<file path="src/rtl/fbnp_pkg.sv">
package fbnp_pkg;

	// Tree geometry
	localparam int ADDRS_PER_BLOCK = 1018;
	localparam int NIDS_PER_BLOCK  = 1018;

	localparam longint DBLKS  = longint'(ADDRS_PER_BLOCK);
	localparam longint IBLKS  = DBLKS * longint'(NIDS_PER_BLOCK);
	localparam longint DIBLKS = IBLKS * longint'(NIDS_PER_BLOCK);

	// Field widths
	localparam int IDX_W  = 32;
	localparam int SLOT_W = 10;
	localparam int NODE_W = 20;
	localparam int DEPTH_W = 2;
	localparam int OFS_W  = $clog2(DIBLKS);

	// Configuration port
	localparam int PADDR_W = 3;
	localparam int PDATA_W = 32;
	localparam logic REG_ADDRS_PER_INODE = 1'b0;
	localparam logic REG_FIRST_NODE_SLOT = 1'b1;
	localparam logic [SLOT_W-1:0] RST_ADDRS_PER_INODE = SLOT_W'(923);
	localparam logic [SLOT_W-1:0] RST_FIRST_NODE_SLOT = SLOT_W'(924);

	// Region boundaries, counted from the end of the inode data slots
	localparam logic [IDX_W:0] T_DIR1 = (IDX_W+1)'(DBLKS);
	localparam logic [IDX_W:0] T_IND0 = (IDX_W+1)'(2 * DBLKS);
	localparam logic [IDX_W:0] T_IND1 = (IDX_W+1)'(2 * DBLKS + IBLKS);
	localparam logic [IDX_W:0] T_DIND = (IDX_W+1)'(2 * DBLKS + 2 * IBLKS);
	localparam logic [IDX_W:0] T_END  = (IDX_W+1)'(2 * DBLKS + 2 * IBLKS + DIBLKS);

	// Node numbers of the fixed nodes
	localparam logic [NODE_W-1:0] NN_DIR0  = NODE_W'(1);
	localparam logic [NODE_W-1:0] NN_DIR1  = NODE_W'(2);
	localparam logic [NODE_W-1:0] NN_IND0  = NODE_W'(3);
	localparam logic [NODE_W-1:0] NN_IND0C = NODE_W'(4);
	localparam logic [NODE_W-1:0] NN_IND1  = NODE_W'(4 + NIDS_PER_BLOCK);
	localparam logic [NODE_W-1:0] NN_IND1C = NODE_W'(5 + NIDS_PER_BLOCK);
	localparam logic [NODE_W-1:0] NN_DIND  = NODE_W'(5 + 2 * NIDS_PER_BLOCK);
	localparam logic [NODE_W-1:0] NN_DINDC = NODE_W'(6 + 2 * NIDS_PER_BLOCK);
	localparam logic [NODE_W-1:0] NN_STRIDE = NODE_W'(NIDS_PER_BLOCK + 1);

	// Depth codes
	localparam logic [DEPTH_W-1:0] DEPTH_INODE = 2'd0;
	localparam logic [DEPTH_W-1:0] DEPTH_DIR   = 2'd1;
	localparam logic [DEPTH_W-1:0] DEPTH_IND   = 2'd2;
	localparam logic [DEPTH_W-1:0] DEPTH_DIND  = 2'd3;

	typedef enum logic [2:0] {
		RG_INODE,
		RG_DIR0,
		RG_DIR1,
		RG_IND0,
		RG_IND1,
		RG_DIND,
		RG_NONE
	} region_t;

	// Side information that rides along the divider stages
	typedef struct packed {
		region_t           region;
		logic [SLOT_W-1:0] slot0;
		logic [SLOT_W-1:0] rem1;
	} ctl_t;

endpackage

</file>
<file path="src/rtl/file_block_to_node_path.sv">
// Maps a 32-bit file block index to its path through the node tree: inode slot, offsets in up
// to three node levels and the logical node number of each node on the way. One index is taken
// in every clock cycle (busy stays low) and its result appears on the result ports, marked by
// done, for one cycle; the receiver cannot stall, so results must be captured when done is
// high. The pipeline is: input register, region compare, offset subtract, then two
// divide-by-constant units (reciprocal multiply plus a one-step correction, two stages each)
// and the result register. Registers addrs_per_inode (offset 0) and first_node_slot (offset 4)
// may be written only while no index is in flight.
module file_block_to_node_path
	import fbnp_pkg::*;
(
	input  logic               clk,
	input  logic               arst_n,
	input  logic               start,
	output logic               busy,
	input  logic [IDX_W-1:0]   block_index,
	output logic               done,
	output logic               not_found,
	output logic [DEPTH_W-1:0] depth,
	output logic [SLOT_W-1:0]  slot_level0,
	output logic [SLOT_W-1:0]  slot_level1,
	output logic [SLOT_W-1:0]  slot_level2,
	output logic [SLOT_W-1:0]  slot_level3,
	output logic [NODE_W-1:0]  node_number1,
	output logic [NODE_W-1:0]  node_number2,
	output logic [NODE_W-1:0]  node_number3,
	input  logic               psel,
	input  logic               penable,
	input  logic               pwrite,
	input  logic [PADDR_W-1:0] paddr,
	input  logic [PDATA_W-1:0] pwdata,
	output logic [PDATA_W-1:0] prdata,
	output logic               pready
);

	localparam int Q1_W = $clog2(((longint'(1) << OFS_W) - 1) / ADDRS_PER_BLOCK + 1);
	localparam int R1_W = $clog2(ADDRS_PER_BLOCK);
	localparam int Q2_W = $clog2(((longint'(1) << Q1_W) - 1) / NIDS_PER_BLOCK + 1);
	localparam int R2_W = $clog2(NIDS_PER_BLOCK);
	localparam int LATENCY = 8;

	logic [SLOT_W-1:0] addrs_per_inode;
	logic [SLOT_W-1:0] first_node_slot;
	logic              in_acc;

	logic              cls_vld;
	ctl_t              cls_ctl;
	logic [OFS_W-1:0]  cls_ofs;

	logic              d1_vld;
	ctl_t              d1_ctl;
	logic [Q1_W-1:0]   d1_quo;
	logic [R1_W-1:0]   d1_rem;
	ctl_t              d2_in_ctl;

	logic              d2_vld;
	ctl_t              d2_ctl;
	logic [Q2_W-1:0]   d2_quo;
	logic [R2_W-1:0]   d2_rem;

	assign busy   = 1'b0;
	assign in_acc = start & ~busy;

	fbnp_cfg u_cfg (
		.clk             (clk),
		.arst_n          (arst_n),
		.psel            (psel),
		.penable         (penable),
		.pwrite          (pwrite),
		.paddr           (paddr),
		.pwdata          (pwdata),
		.prdata          (prdata),
		.pready          (pready),
		.addrs_per_inode (addrs_per_inode),
		.first_node_slot (first_node_slot)
	);

	fbnp_classify u_classify (
		.clk             (clk),
		.arst_n          (arst_n),
		.in_vld          (in_acc),
		.block_index     (block_index),
		.addrs_per_inode (addrs_per_inode),
		.first_node_slot (first_node_slot),
		.out_vld         (cls_vld),
		.out_ctl         (cls_ctl),
		.out_ofs         (cls_ofs)
	);

	// Split the offset into node index and data slot
	fbnp_divc #(
		.NUM_W (OFS_W),
		.DIV   (ADDRS_PER_BLOCK),
		.QUO_W (Q1_W),
		.REM_W (R1_W)
	) u_div_data (
		.clk     (clk),
		.arst_n  (arst_n),
		.in_vld  (cls_vld),
		.in_ctl  (cls_ctl),
		.num     (cls_ofs),
		.out_vld (d1_vld),
		.out_ctl (d1_ctl),
		.quo     (d1_quo),
		.rem     (d1_rem)
	);

	// Carry the data slot along with the second split
	always_comb begin
		d2_in_ctl      = d1_ctl;
		d2_in_ctl.rem1 = SLOT_W'(d1_rem);
	end

	// Split the node index into indirect node and child slot
	fbnp_divc #(
		.NUM_W (Q1_W),
		.DIV   (NIDS_PER_BLOCK),
		.QUO_W (Q2_W),
		.REM_W (R2_W)
	) u_div_node (
		.clk     (clk),
		.arst_n  (arst_n),
		.in_vld  (d1_vld),
		.in_ctl  (d2_in_ctl),
		.num     (d1_quo),
		.out_vld (d2_vld),
		.out_ctl (d2_ctl),
		.quo     (d2_quo),
		.rem     (d2_rem)
	);

	fbnp_result #(
		.QUO_W (Q2_W),
		.REM_W (R2_W)
	) u_result (
		.clk          (clk),
		.arst_n       (arst_n),
		.in_vld       (d2_vld),
		.in_ctl       (d2_ctl),
		.quo2         (d2_quo),
		.rem2         (d2_rem),
		.done         (done),
		.not_found    (not_found),
		.depth        (depth),
		.slot_level0  (slot_level0),
		.slot_level1  (slot_level1),
		.slot_level2  (slot_level2),
		.slot_level3  (slot_level3),
		.node_number1 (node_number1),
		.node_number2 (node_number2),
		.node_number3 (node_number3)
	);

	// Every accepted index yields a result word, marked by done
	a_latency: assert property (@(posedge clk) disable iff (!arst_n)
		in_acc |-> ##LATENCY done)
		else $error("result word missing after fixed latency");

	// Not found clears the depth, the inode slot, the first node number and its slot
	a_nf_clean: assert property (@(posedge clk) disable iff (!arst_n)
		done && not_found |-> depth == DEPTH_INODE && slot_level0 == '0 &&
			node_number1 == '0 && slot_level1 == '0)
		else $error("not-found word carries path data");

	// Inode data slot has no nodes below it
	a_inode_zero: assert property (@(posedge clk) disable iff (!arst_n)
		done && !not_found && depth == DEPTH_INODE |->
			node_number1 == '0 && node_number2 == '0 && node_number3 == '0)
		else $error("inode data slot with node numbers set");

	// Third-level node follows its parent in depth-first order
	a_dind_chain: assert property (@(posedge clk) disable iff (!arst_n)
		done && depth == DEPTH_DIND |->
			node_number3 == NODE_W'(node_number2 + NODE_W'(1) + NODE_W'(slot_level2)))
		else $error("double-indirect node numbering broken");

endmodule

</file>
<file path="src/rtl/fbnp_cfg.sv">
module fbnp_cfg
	import fbnp_pkg::*;
(
	input  logic               clk,
	input  logic               arst_n,
	input  logic               psel,
	input  logic               penable,
	input  logic               pwrite,
	input  logic [PADDR_W-1:0] paddr,
	input  logic [PDATA_W-1:0] pwdata,
	output logic [PDATA_W-1:0] prdata,
	output logic               pready,
	output logic [SLOT_W-1:0]  addrs_per_inode,
	output logic [SLOT_W-1:0]  first_node_slot
);

	logic [SLOT_W-1:0] api_q;
	logic [SLOT_W-1:0] fns_q;
	logic              wr_en;

	assign pready = 1'b1;
	assign wr_en  = psel & penable & pwrite;

	// Write registers on the access cycle
	always_ff @(posedge clk or negedge arst_n) begin
		if (!arst_n) begin
			api_q <= RST_ADDRS_PER_INODE;
			fns_q <= RST_FIRST_NODE_SLOT;
		end else if (wr_en) begin
			unique case (paddr[2])
				REG_ADDRS_PER_INODE: api_q <= pwdata[SLOT_W-1:0];
				REG_FIRST_NODE_SLOT: fns_q <= pwdata[SLOT_W-1:0];
				default: ;
			endcase
		end
	end

	// Read back
	always_comb begin
		unique case (paddr[2])
			REG_ADDRS_PER_INODE: prdata = PDATA_W'(api_q);
			REG_FIRST_NODE_SLOT: prdata = PDATA_W'(fns_q);
			default:             prdata = '0;
		endcase
	end

	assign addrs_per_inode = api_q;
	assign first_node_slot = fns_q;

endmodule

</file>
<file path="src/rtl/fbnp_classify.sv">
module fbnp_classify
	import fbnp_pkg::*;
(
	input  logic              clk,
	input  logic              arst_n,
	input  logic              in_vld,
	input  logic [IDX_W-1:0]  block_index,
	input  logic [SLOT_W-1:0] addrs_per_inode,
	input  logic [SLOT_W-1:0] first_node_slot,
	output logic              out_vld,
	output ctl_t              out_ctl,
	output logic [OFS_W-1:0]  out_ofs
);

	logic              vld_s1, vld_s2, vld_s3;
	logic [IDX_W-1:0]  idx_s1;
	logic [IDX_W-1:0]  bp_s2;
	ctl_t              ctl_s2, ctl_s3;
	logic [OFS_W-1:0]  ofs_s3;

	logic [IDX_W-1:0]  bp;
	logic [IDX_W:0]    bp_x;
	region_t           region;
	logic [SLOT_W-1:0] slot0;
	logic [IDX_W:0]    base;

	// Input register
	always_ff @(posedge clk or negedge arst_n) begin
		if (!arst_n) vld_s1 <= 1'b0;
		else         vld_s1 <= in_vld;
	end

	always_ff @(posedge clk) begin
		if (in_vld) idx_s1 <= block_index;
	end

	// Find the region past the inode data slots
	assign bp   = idx_s1 - IDX_W'(addrs_per_inode);
	assign bp_x = {1'b0, bp};

	always_comb begin
		if (idx_s1 < IDX_W'(addrs_per_inode)) region = RG_INODE;
		else if (bp_x < T_DIR1)               region = RG_DIR0;
		else if (bp_x < T_IND0)               region = RG_DIR1;
		else if (bp_x < T_IND1)               region = RG_IND0;
		else if (bp_x < T_DIND)               region = RG_IND1;
		else if (bp_x < T_END)                region = RG_DIND;
		else                                  region = RG_NONE;
	end

	// Pick the inode slot: data slot or node pointer slot
	always_comb begin
		unique case (region)
			RG_INODE: slot0 = idx_s1[SLOT_W-1:0];
			RG_DIR0:  slot0 = first_node_slot;
			RG_DIR1:  slot0 = first_node_slot + SLOT_W'(1);
			RG_IND0:  slot0 = first_node_slot + SLOT_W'(2);
			RG_IND1:  slot0 = first_node_slot + SLOT_W'(3);
			RG_DIND:  slot0 = first_node_slot + SLOT_W'(4);
			default:  slot0 = '0;
		endcase
	end

	always_ff @(posedge clk or negedge arst_n) begin
		if (!arst_n) vld_s2 <= 1'b0;
		else         vld_s2 <= vld_s1;
	end

	always_ff @(posedge clk) begin
		bp_s2         <= bp;
		ctl_s2.region <= region;
		ctl_s2.slot0  <= slot0;
		ctl_s2.rem1   <= '0;
	end

	// Offset within the region
	always_comb begin
		unique case (ctl_s2.region)
			RG_DIR1: base = T_DIR1;
			RG_IND0: base = T_IND0;
			RG_IND1: base = T_IND1;
			RG_DIND: base = T_DIND;
			default: base = '0;
		endcase
	end

	always_ff @(posedge clk or negedge arst_n) begin
		if (!arst_n) vld_s3 <= 1'b0;
		else         vld_s3 <= vld_s2;
	end

	always_ff @(posedge clk) begin
		ctl_s3 <= ctl_s2;
		ofs_s3 <= OFS_W'(bp_s2 - base[IDX_W-1:0]);
	end

	assign out_vld = vld_s3;
	assign out_ctl = ctl_s3;
	assign out_ofs = ofs_s3;

endmodule

</file>
<file path="src/rtl/fbnp_divc.sv">
module fbnp_divc
	import fbnp_pkg::*;
#(
	parameter int NUM_W = OFS_W,
	parameter int DIV   = ADDRS_PER_BLOCK,
	parameter int QUO_W = $clog2(((longint'(1) << NUM_W) - 1) / DIV + 1),
	parameter int REM_W = $clog2(DIV)
) (
	input  logic             clk,
	input  logic             arst_n,
	input  logic             in_vld,
	input  ctl_t             in_ctl,
	input  logic [NUM_W-1:0] num,
	output logic             out_vld,
	output ctl_t             out_ctl,
	output logic [QUO_W-1:0] quo,
	output logic [REM_W-1:0] rem
);

	// Reciprocal scaled by 2**NUM_W; the estimate is low by at most one
	localparam longint RECIP = (longint'(1) << NUM_W) / DIV;
	localparam int     MUL_W = $clog2(RECIP + 1);
	localparam logic [MUL_W-1:0] RECIP_C = MUL_W'(RECIP);
	localparam logic [NUM_W-1:0] DIV_C   = NUM_W'(DIV);

	logic [NUM_W+MUL_W-1:0] prod;
	logic                   vld_s1, vld_s2;
	ctl_t                   ctl_s1, ctl_s2;
	logic [NUM_W-1:0]       num_s1;
	logic [QUO_W-1:0]       qe_s1;
	logic [QUO_W-1:0]       quo_s2;
	logic [REM_W-1:0]       rem_s2;
	logic [NUM_W-1:0]       qd;
	logic [NUM_W-1:0]       diff;
	logic                   fix;

	// Estimate the quotient
	assign prod = {{MUL_W{1'b0}}, num} * {{NUM_W{1'b0}}, RECIP_C};

	always_ff @(posedge clk or negedge arst_n) begin
		if (!arst_n) vld_s1 <= 1'b0;
		else         vld_s1 <= in_vld;
	end

	always_ff @(posedge clk) begin
		ctl_s1 <= in_ctl;
		num_s1 <= num;
		qe_s1  <= prod[NUM_W +: QUO_W];
	end

	// Correct the estimate by one step
	assign qd   = NUM_W'(qe_s1) * DIV_C;
	assign diff = num_s1 - qd;
	assign fix  = (diff >= DIV_C);

	always_ff @(posedge clk or negedge arst_n) begin
		if (!arst_n) vld_s2 <= 1'b0;
		else         vld_s2 <= vld_s1;
	end

	always_ff @(posedge clk) begin
		ctl_s2 <= ctl_s1;
		quo_s2 <= fix ? qe_s1 + QUO_W'(1) : qe_s1;
		rem_s2 <= fix ? REM_W'(diff - DIV_C) : REM_W'(diff);
	end

	assign out_vld = vld_s2;
	assign out_ctl = ctl_s2;
	assign quo     = quo_s2;
	assign rem     = rem_s2;

endmodule

</file>
<file path="src/rtl/fbnp_result.sv">
module fbnp_result
	import fbnp_pkg::*;
#(
	parameter int QUO_W = 2,
	parameter int REM_W = 2
) (
	input  logic               clk,
	input  logic               arst_n,
	input  logic               in_vld,
	input  ctl_t               in_ctl,
	input  logic [QUO_W-1:0]   quo2,
	input  logic [REM_W-1:0]   rem2,
	output logic               done,
	output logic               not_found,
	output logic [DEPTH_W-1:0] depth,
	output logic [SLOT_W-1:0]  slot_level0,
	output logic [SLOT_W-1:0]  slot_level1,
	output logic [SLOT_W-1:0]  slot_level2,
	output logic [SLOT_W-1:0]  slot_level3,
	output logic [NODE_W-1:0]  node_number1,
	output logic [NODE_W-1:0]  node_number2,
	output logic [NODE_W-1:0]  node_number3
);

	logic               done_q;
	logic               nf_q;
	logic [DEPTH_W-1:0] depth_q;
	logic [SLOT_W-1:0]  s0_q, s1_q, s2_q, s3_q;
	logic [NODE_W-1:0]  nn1_q, nn2_q, nn3_q;

	logic               nf;
	logic [DEPTH_W-1:0] dep;
	logic [SLOT_W-1:0]  s0, s1, s2, s3;
	logic [NODE_W-1:0]  nn1, nn2, nn3;
	logic [NODE_W-1:0]  q2_n, r2_n, dind_nn2;

	// Below an indirect node the quotient is zero and rem2 holds the child index
	assign q2_n     = NODE_W'(quo2);
	assign r2_n     = NODE_W'(rem2);
	assign dind_nn2 = NN_DINDC + q2_n * NN_STRIDE;

	// Assemble the word
	always_comb begin
		nf  = 1'b0;
		dep = DEPTH_INODE;
		s0  = in_ctl.slot0;
		s1  = '0;
		s2  = '0;
		s3  = '0;
		nn1 = '0;
		nn2 = '0;
		nn3 = '0;
		unique case (in_ctl.region)
			RG_INODE: ;
			RG_DIR0: begin
				dep = DEPTH_DIR;
				nn1 = NN_DIR0;
				s1  = in_ctl.rem1;
			end
			RG_DIR1: begin
				dep = DEPTH_DIR;
				nn1 = NN_DIR1;
				s1  = in_ctl.rem1;
			end
			RG_IND0: begin
				dep = DEPTH_IND;
				nn1 = NN_IND0;
				s1  = SLOT_W'(rem2);
				nn2 = NN_IND0C + r2_n;
				s2  = in_ctl.rem1;
			end
			RG_IND1: begin
				dep = DEPTH_IND;
				nn1 = NN_IND1;
				s1  = SLOT_W'(rem2);
				nn2 = NN_IND1C + r2_n;
				s2  = in_ctl.rem1;
			end
			RG_DIND: begin
				dep = DEPTH_DIND;
				nn1 = NN_DIND;
				s1  = SLOT_W'(quo2);
				nn2 = dind_nn2;
				s2  = SLOT_W'(rem2);
				nn3 = dind_nn2 + NODE_W'(1) + r2_n;
				s3  = in_ctl.rem1;
			end
			default: begin
				nf = 1'b1;
				s0 = '0;
			end
		endcase
	end

	// Result register
	always_ff @(posedge clk or negedge arst_n) begin
		if (!arst_n) done_q <= 1'b0;
		else         done_q <= in_vld;
	end

	always_ff @(posedge clk) begin
		nf_q    <= nf;
		depth_q <= dep;
		s0_q    <= s0;
		s1_q    <= s1;
		s2_q    <= s2;
		s3_q    <= s3;
		nn1_q   <= nn1;
		nn2_q   <= nn2;
		nn3_q   <= nn3;
	end

	assign done         = done_q;
	assign not_found    = nf_q;
	assign depth        = depth_q;
	assign slot_level0  = s0_q;
	assign slot_level1  = s1_q;
	assign slot_level2  = s2_q;
	assign slot_level3  = s3_q;
	assign node_number1 = nn1_q;
	assign node_number2 = nn2_q;
	assign node_number3 = nn3_q;

endmodule

</file>
<file path="config.mk">
export PLATFORM = sky130hd
export DESIGN_NAME = file_block_to_node_path
export DESIGN_NICKNAME = d
export VERILOG_FILES = /design/src/rtl/fbnp_pkg.sv /design/src/rtl/file_block_to_node_path.sv /design/src/rtl/fbnp_cfg.sv /design/src/rtl/fbnp_classify.sv /design/src/rtl/fbnp_divc.sv /design/src/rtl/fbnp_result.sv
export SDC_FILE = /design/constraint.sdc
export NUM_CORES = 2
export LEC_CHECK = 0
export BUFFER_PORTS_ARGS = -buffer_cell sky130_fd_sc_hd__buf_2
export CAP_MARGIN = 10
export CORE_UTILIZATION = 30
export CTS_CLUSTER_DIAMETER = 80
export DETAILED_ROUTE_END_ITERATION = 10
export SLEW_MARGIN = 20
export SYNTH_ARGS = -nofsm -noshare
export SYNTH_HDL_FRONTEND = slang
export SYNTH_SLANG_ARGS = --single-unit
</file>
<file path="constraint.sdc">
create_clock -name clk -period 9 [get_ports clk]
set_input_delay 2.25 -clock clk [delete_from_list [all_inputs] [get_ports clk]]
set_output_delay 2.25 -clock clk [all_outputs]
set_load 0.01 [all_outputs]
</file>
==> impl_metrics.toml <==
[place]
routabilityCongestion = 0.870
placed_area_um2 = 35700
port_buffers = 153
hpwl_um = 62700

[clock_tree]
cts.repair.resized = 0
cts_buffers = 48
cts_tree = "built"
htreeDepth = 2
clockBufferDepth = 3
cts-root-buf = "clkbuf_16"
insertion_delay_ps = 610
cts-hold-fix-buffers = 0
clkTransAtPathRegs_ps = 60
post_cts_buffers = 0
clock_sinks = 443

[sta]
rsz0062_at_grt = "no"
fmax_ghz = 0.119
period_share_pct = 93.3
setup-tns-final_ps = 0
maxSlewViolCount = 0
hold_ws_ps = 321
period_minus_slack_ps = 8400
finalClockSkew_ps = 28.9
worst_pin_slew_ps = 949
slew_headroom_pct = 35.1
hold_viol = 0
setup_violations = 0

[floorplan]
rows = 122
boundaryPins = 211
die_h_um = 336
dieArea_um2 = 113000
initial_core_util_pct = 30.3
die_x_um = 336
core_um2 = 111000

[grt]
gr-usage-all-layers_pct = 13.8
grt_overflow_total = 0
grt_max_degree = 36
grt_pass1_vias = 23800
antenna_found_initial = 0
grt_pass1_wl_um = 125000

[yosys]
synth.avg_cell_area_um2 = 9.88
synth_ff_type = "dfxtp_1"
synth_cell_types = 92
seq_area_frac_synth_pct = 27.9
synth_warnings = 0
ys_async_sr_fraction_pct = 6.32
syn-cell-area_um2 = 33400
synth_edf_count = 32
synthCells = 3384
ys_ff_latch = 443

[min_path]
hold_path_class = "flop to flop"

[layout]
nets = 4373
final_util_pct = 33.7
antenna_cells = 0
regArea_um2 = 9350
area_delta_synth_final_pct = 11.4
multiInputGateArea_um2 = 21600
nFillCells = 11400
finalInstanceArea_um2 = 37300
drive_gt1_share_pct = 8.86

[outcome]
outcome = "finished with violations"
violations = "design-rule violations"

[detailed_routing]
num_vias = 23400
wirelength_um = 76500
ant_nets = 0
drc = 1
drt-pass1-iter-count = 9
drtIter0Drc = 1099
vias_per_cell = 4.64
wl_per_cell_um = 15.1

[run]
maxCapViolCount = 0

[worst_setup_path]
r2r_start = "u_div_data.qe_s1[0]"
startpoint_type = "flop"
max_stage_delay_ps = 610
crit_end = "u_div_data.rem[3]"
cp_data_arrival_time_ps = 8870
r2r-end = "u_div_data.rem[3]"
startpoint = "u_div_data.qe_s1[0]"
required_ps = 9480
cp_max_fo = 32
worstSetupEndpointType = "flop"
crit_type = "flop to flop"
r2r_slack_ps = 600
ff2ff_path_depth = 32
cpMaxStageDelayCell = "fa_1"
-- cells in the mapped netlist (all sizes together) (33+ instances only) --
library cell  instances  share of area, %
inv                 552               6.2
ha                  488                18
dfxtp               383                23
fa                  286                17
nor2                164               1.8
xnor2               158               4.1
nand2               144               1.6
a21oi               142               2.1
o21ai               106               1.6
xor2                 68               1.8
nand3                64              0.96
nor3                 57              0.85
clkbuf               56              0.63
buf                  46               1.0
a21o                 42              0.94
nor2b                39              0.73
and3                 36              0.67
nand4                34              0.65
and2                 33              0.62
-- area by class of cell --
type,instances,share of cell area (%)
sequential,443,25.1
inverter,552,5.56
multi-input combinational,2318,57.9
clock buffer,59,3.51
clock inverter,30,0.651
timing repair buffer,163,2.26
tap,1488,5.00
-- registers in the layout, indices dropped and copies added (netlist names), 12 cells and up --
| register | cells |
|---|---|
| u_div_node.qe_s1 | 12 |
| u_div_data.quo | 21 |
| u_div_node.ctl_s1 | 23 |
| u_div_data.qe_s1 | 21 |
| u_div_data.num_s1 | 30 |
| u_div_node.out_ctl | 23 |
| u_classify.out_ctl | 13 |
| u_classify.bp_s2 | 30 |
| u_result.node_number3 | 20 |
| u_classify.ctl_s2 | 13 |
| u_classify.out_ofs | 30 |
| u_div_data.ctl_s1 | 13 |
| u_div_node.quo | 12 |
| u_div_node.num_s1 | 21 |
| u_result.node_number2 | 20 |
| u_classify.idx_s1 | 32 |
| u_div_data.out_ctl | 13 |
-- stage by stage --
| stage | instances | worst slack (ps) |
|---|---|---|
| global placement | 4964 | 574 |
| detailed placement | 4964 | 652 |
| floorplan | 3415 | 1600 |
| global route | 5053 | 14.8 |
| finish | 5053 | 604 |
| CTS | 5053 | 608 |
-- critical path, delay by kind of cell (launching register included) --
| kind | cells | cell delay, ps |
|---|---|---|
| flip-flops | 1 | 430 |
| AO/OA/AOI/OAI | 6 | 1240 |
| buffers and inverters | 5 | 460 |
| XOR/XNOR | 2 | 370 |
| AND/OR/NAND/NOR | 13 | 2810 |
| adder cells (fa/ha/maj) | 6 | 2910 |
-- metal layers --
layer / vias up / global-route usage (%) / share of wire (%)
li1: 11600 / - / -
met1: 11200 / 17.7 / 45
met2: 493 / 23.5 / 47
met3: 125 / 2.28 / 5.1
met4: 0 / 4.56 / 3.1
met5: - / 0 / 0
-- placed cells by master, fill, tap and decap left out, types with 50 or more instances in the layout --
cell and count:
clkbuf_16 50, fa_1 286, buf_2 153, nor3_1 57
xnor2_1 158, nand3_1 64, inv_1 552, o21ai_0 103
xor2_1 68, a21oi_1 142, ha_1 488, dfxtp_1 383
nor2_1 164, nand2_1 144
-- worst min path at each step --
stage,start,endpoint,slack (ps),depth (start not counted)
after floorplan,u_classify.ctl_s2[10],u_classify.out_ctl[10],310,0
after global placement,u_div_data.ctl_s1[13],u_div_data.out_ctl[13],310,0
after detailed placement,u_classify.out_ctl[20],u_div_data.ctl_s1[20],310,0
after CTS,u_div_data.out_ctl[19],u_div_node.ctl_s1[19],320,0
after global routing,u_div_data.rem[0],u_div_node.ctl_s1[0],330,0
final,u_div_data.ctl_s1[19],u_div_data.out_ctl[19],320,0
-- cells by family (layout without fill, tap and decap cells) --
group,after synthesis,count (layout),share of synthesized area (%)
simple gates,706,706,11.0
other cells,2,33,0.0225
mux,33,33,1.07
flops,443,443,27.9
compound gates,546,546,10.9
fa+ha+maj,774,774,35.4
buf+inv,654,804,7.85
xor+xnor,226,226,5.92
Power is left out: the tool's default activity adds up to more than one toggle a clock period on the data nets, which glitch-free logic cannot reach.
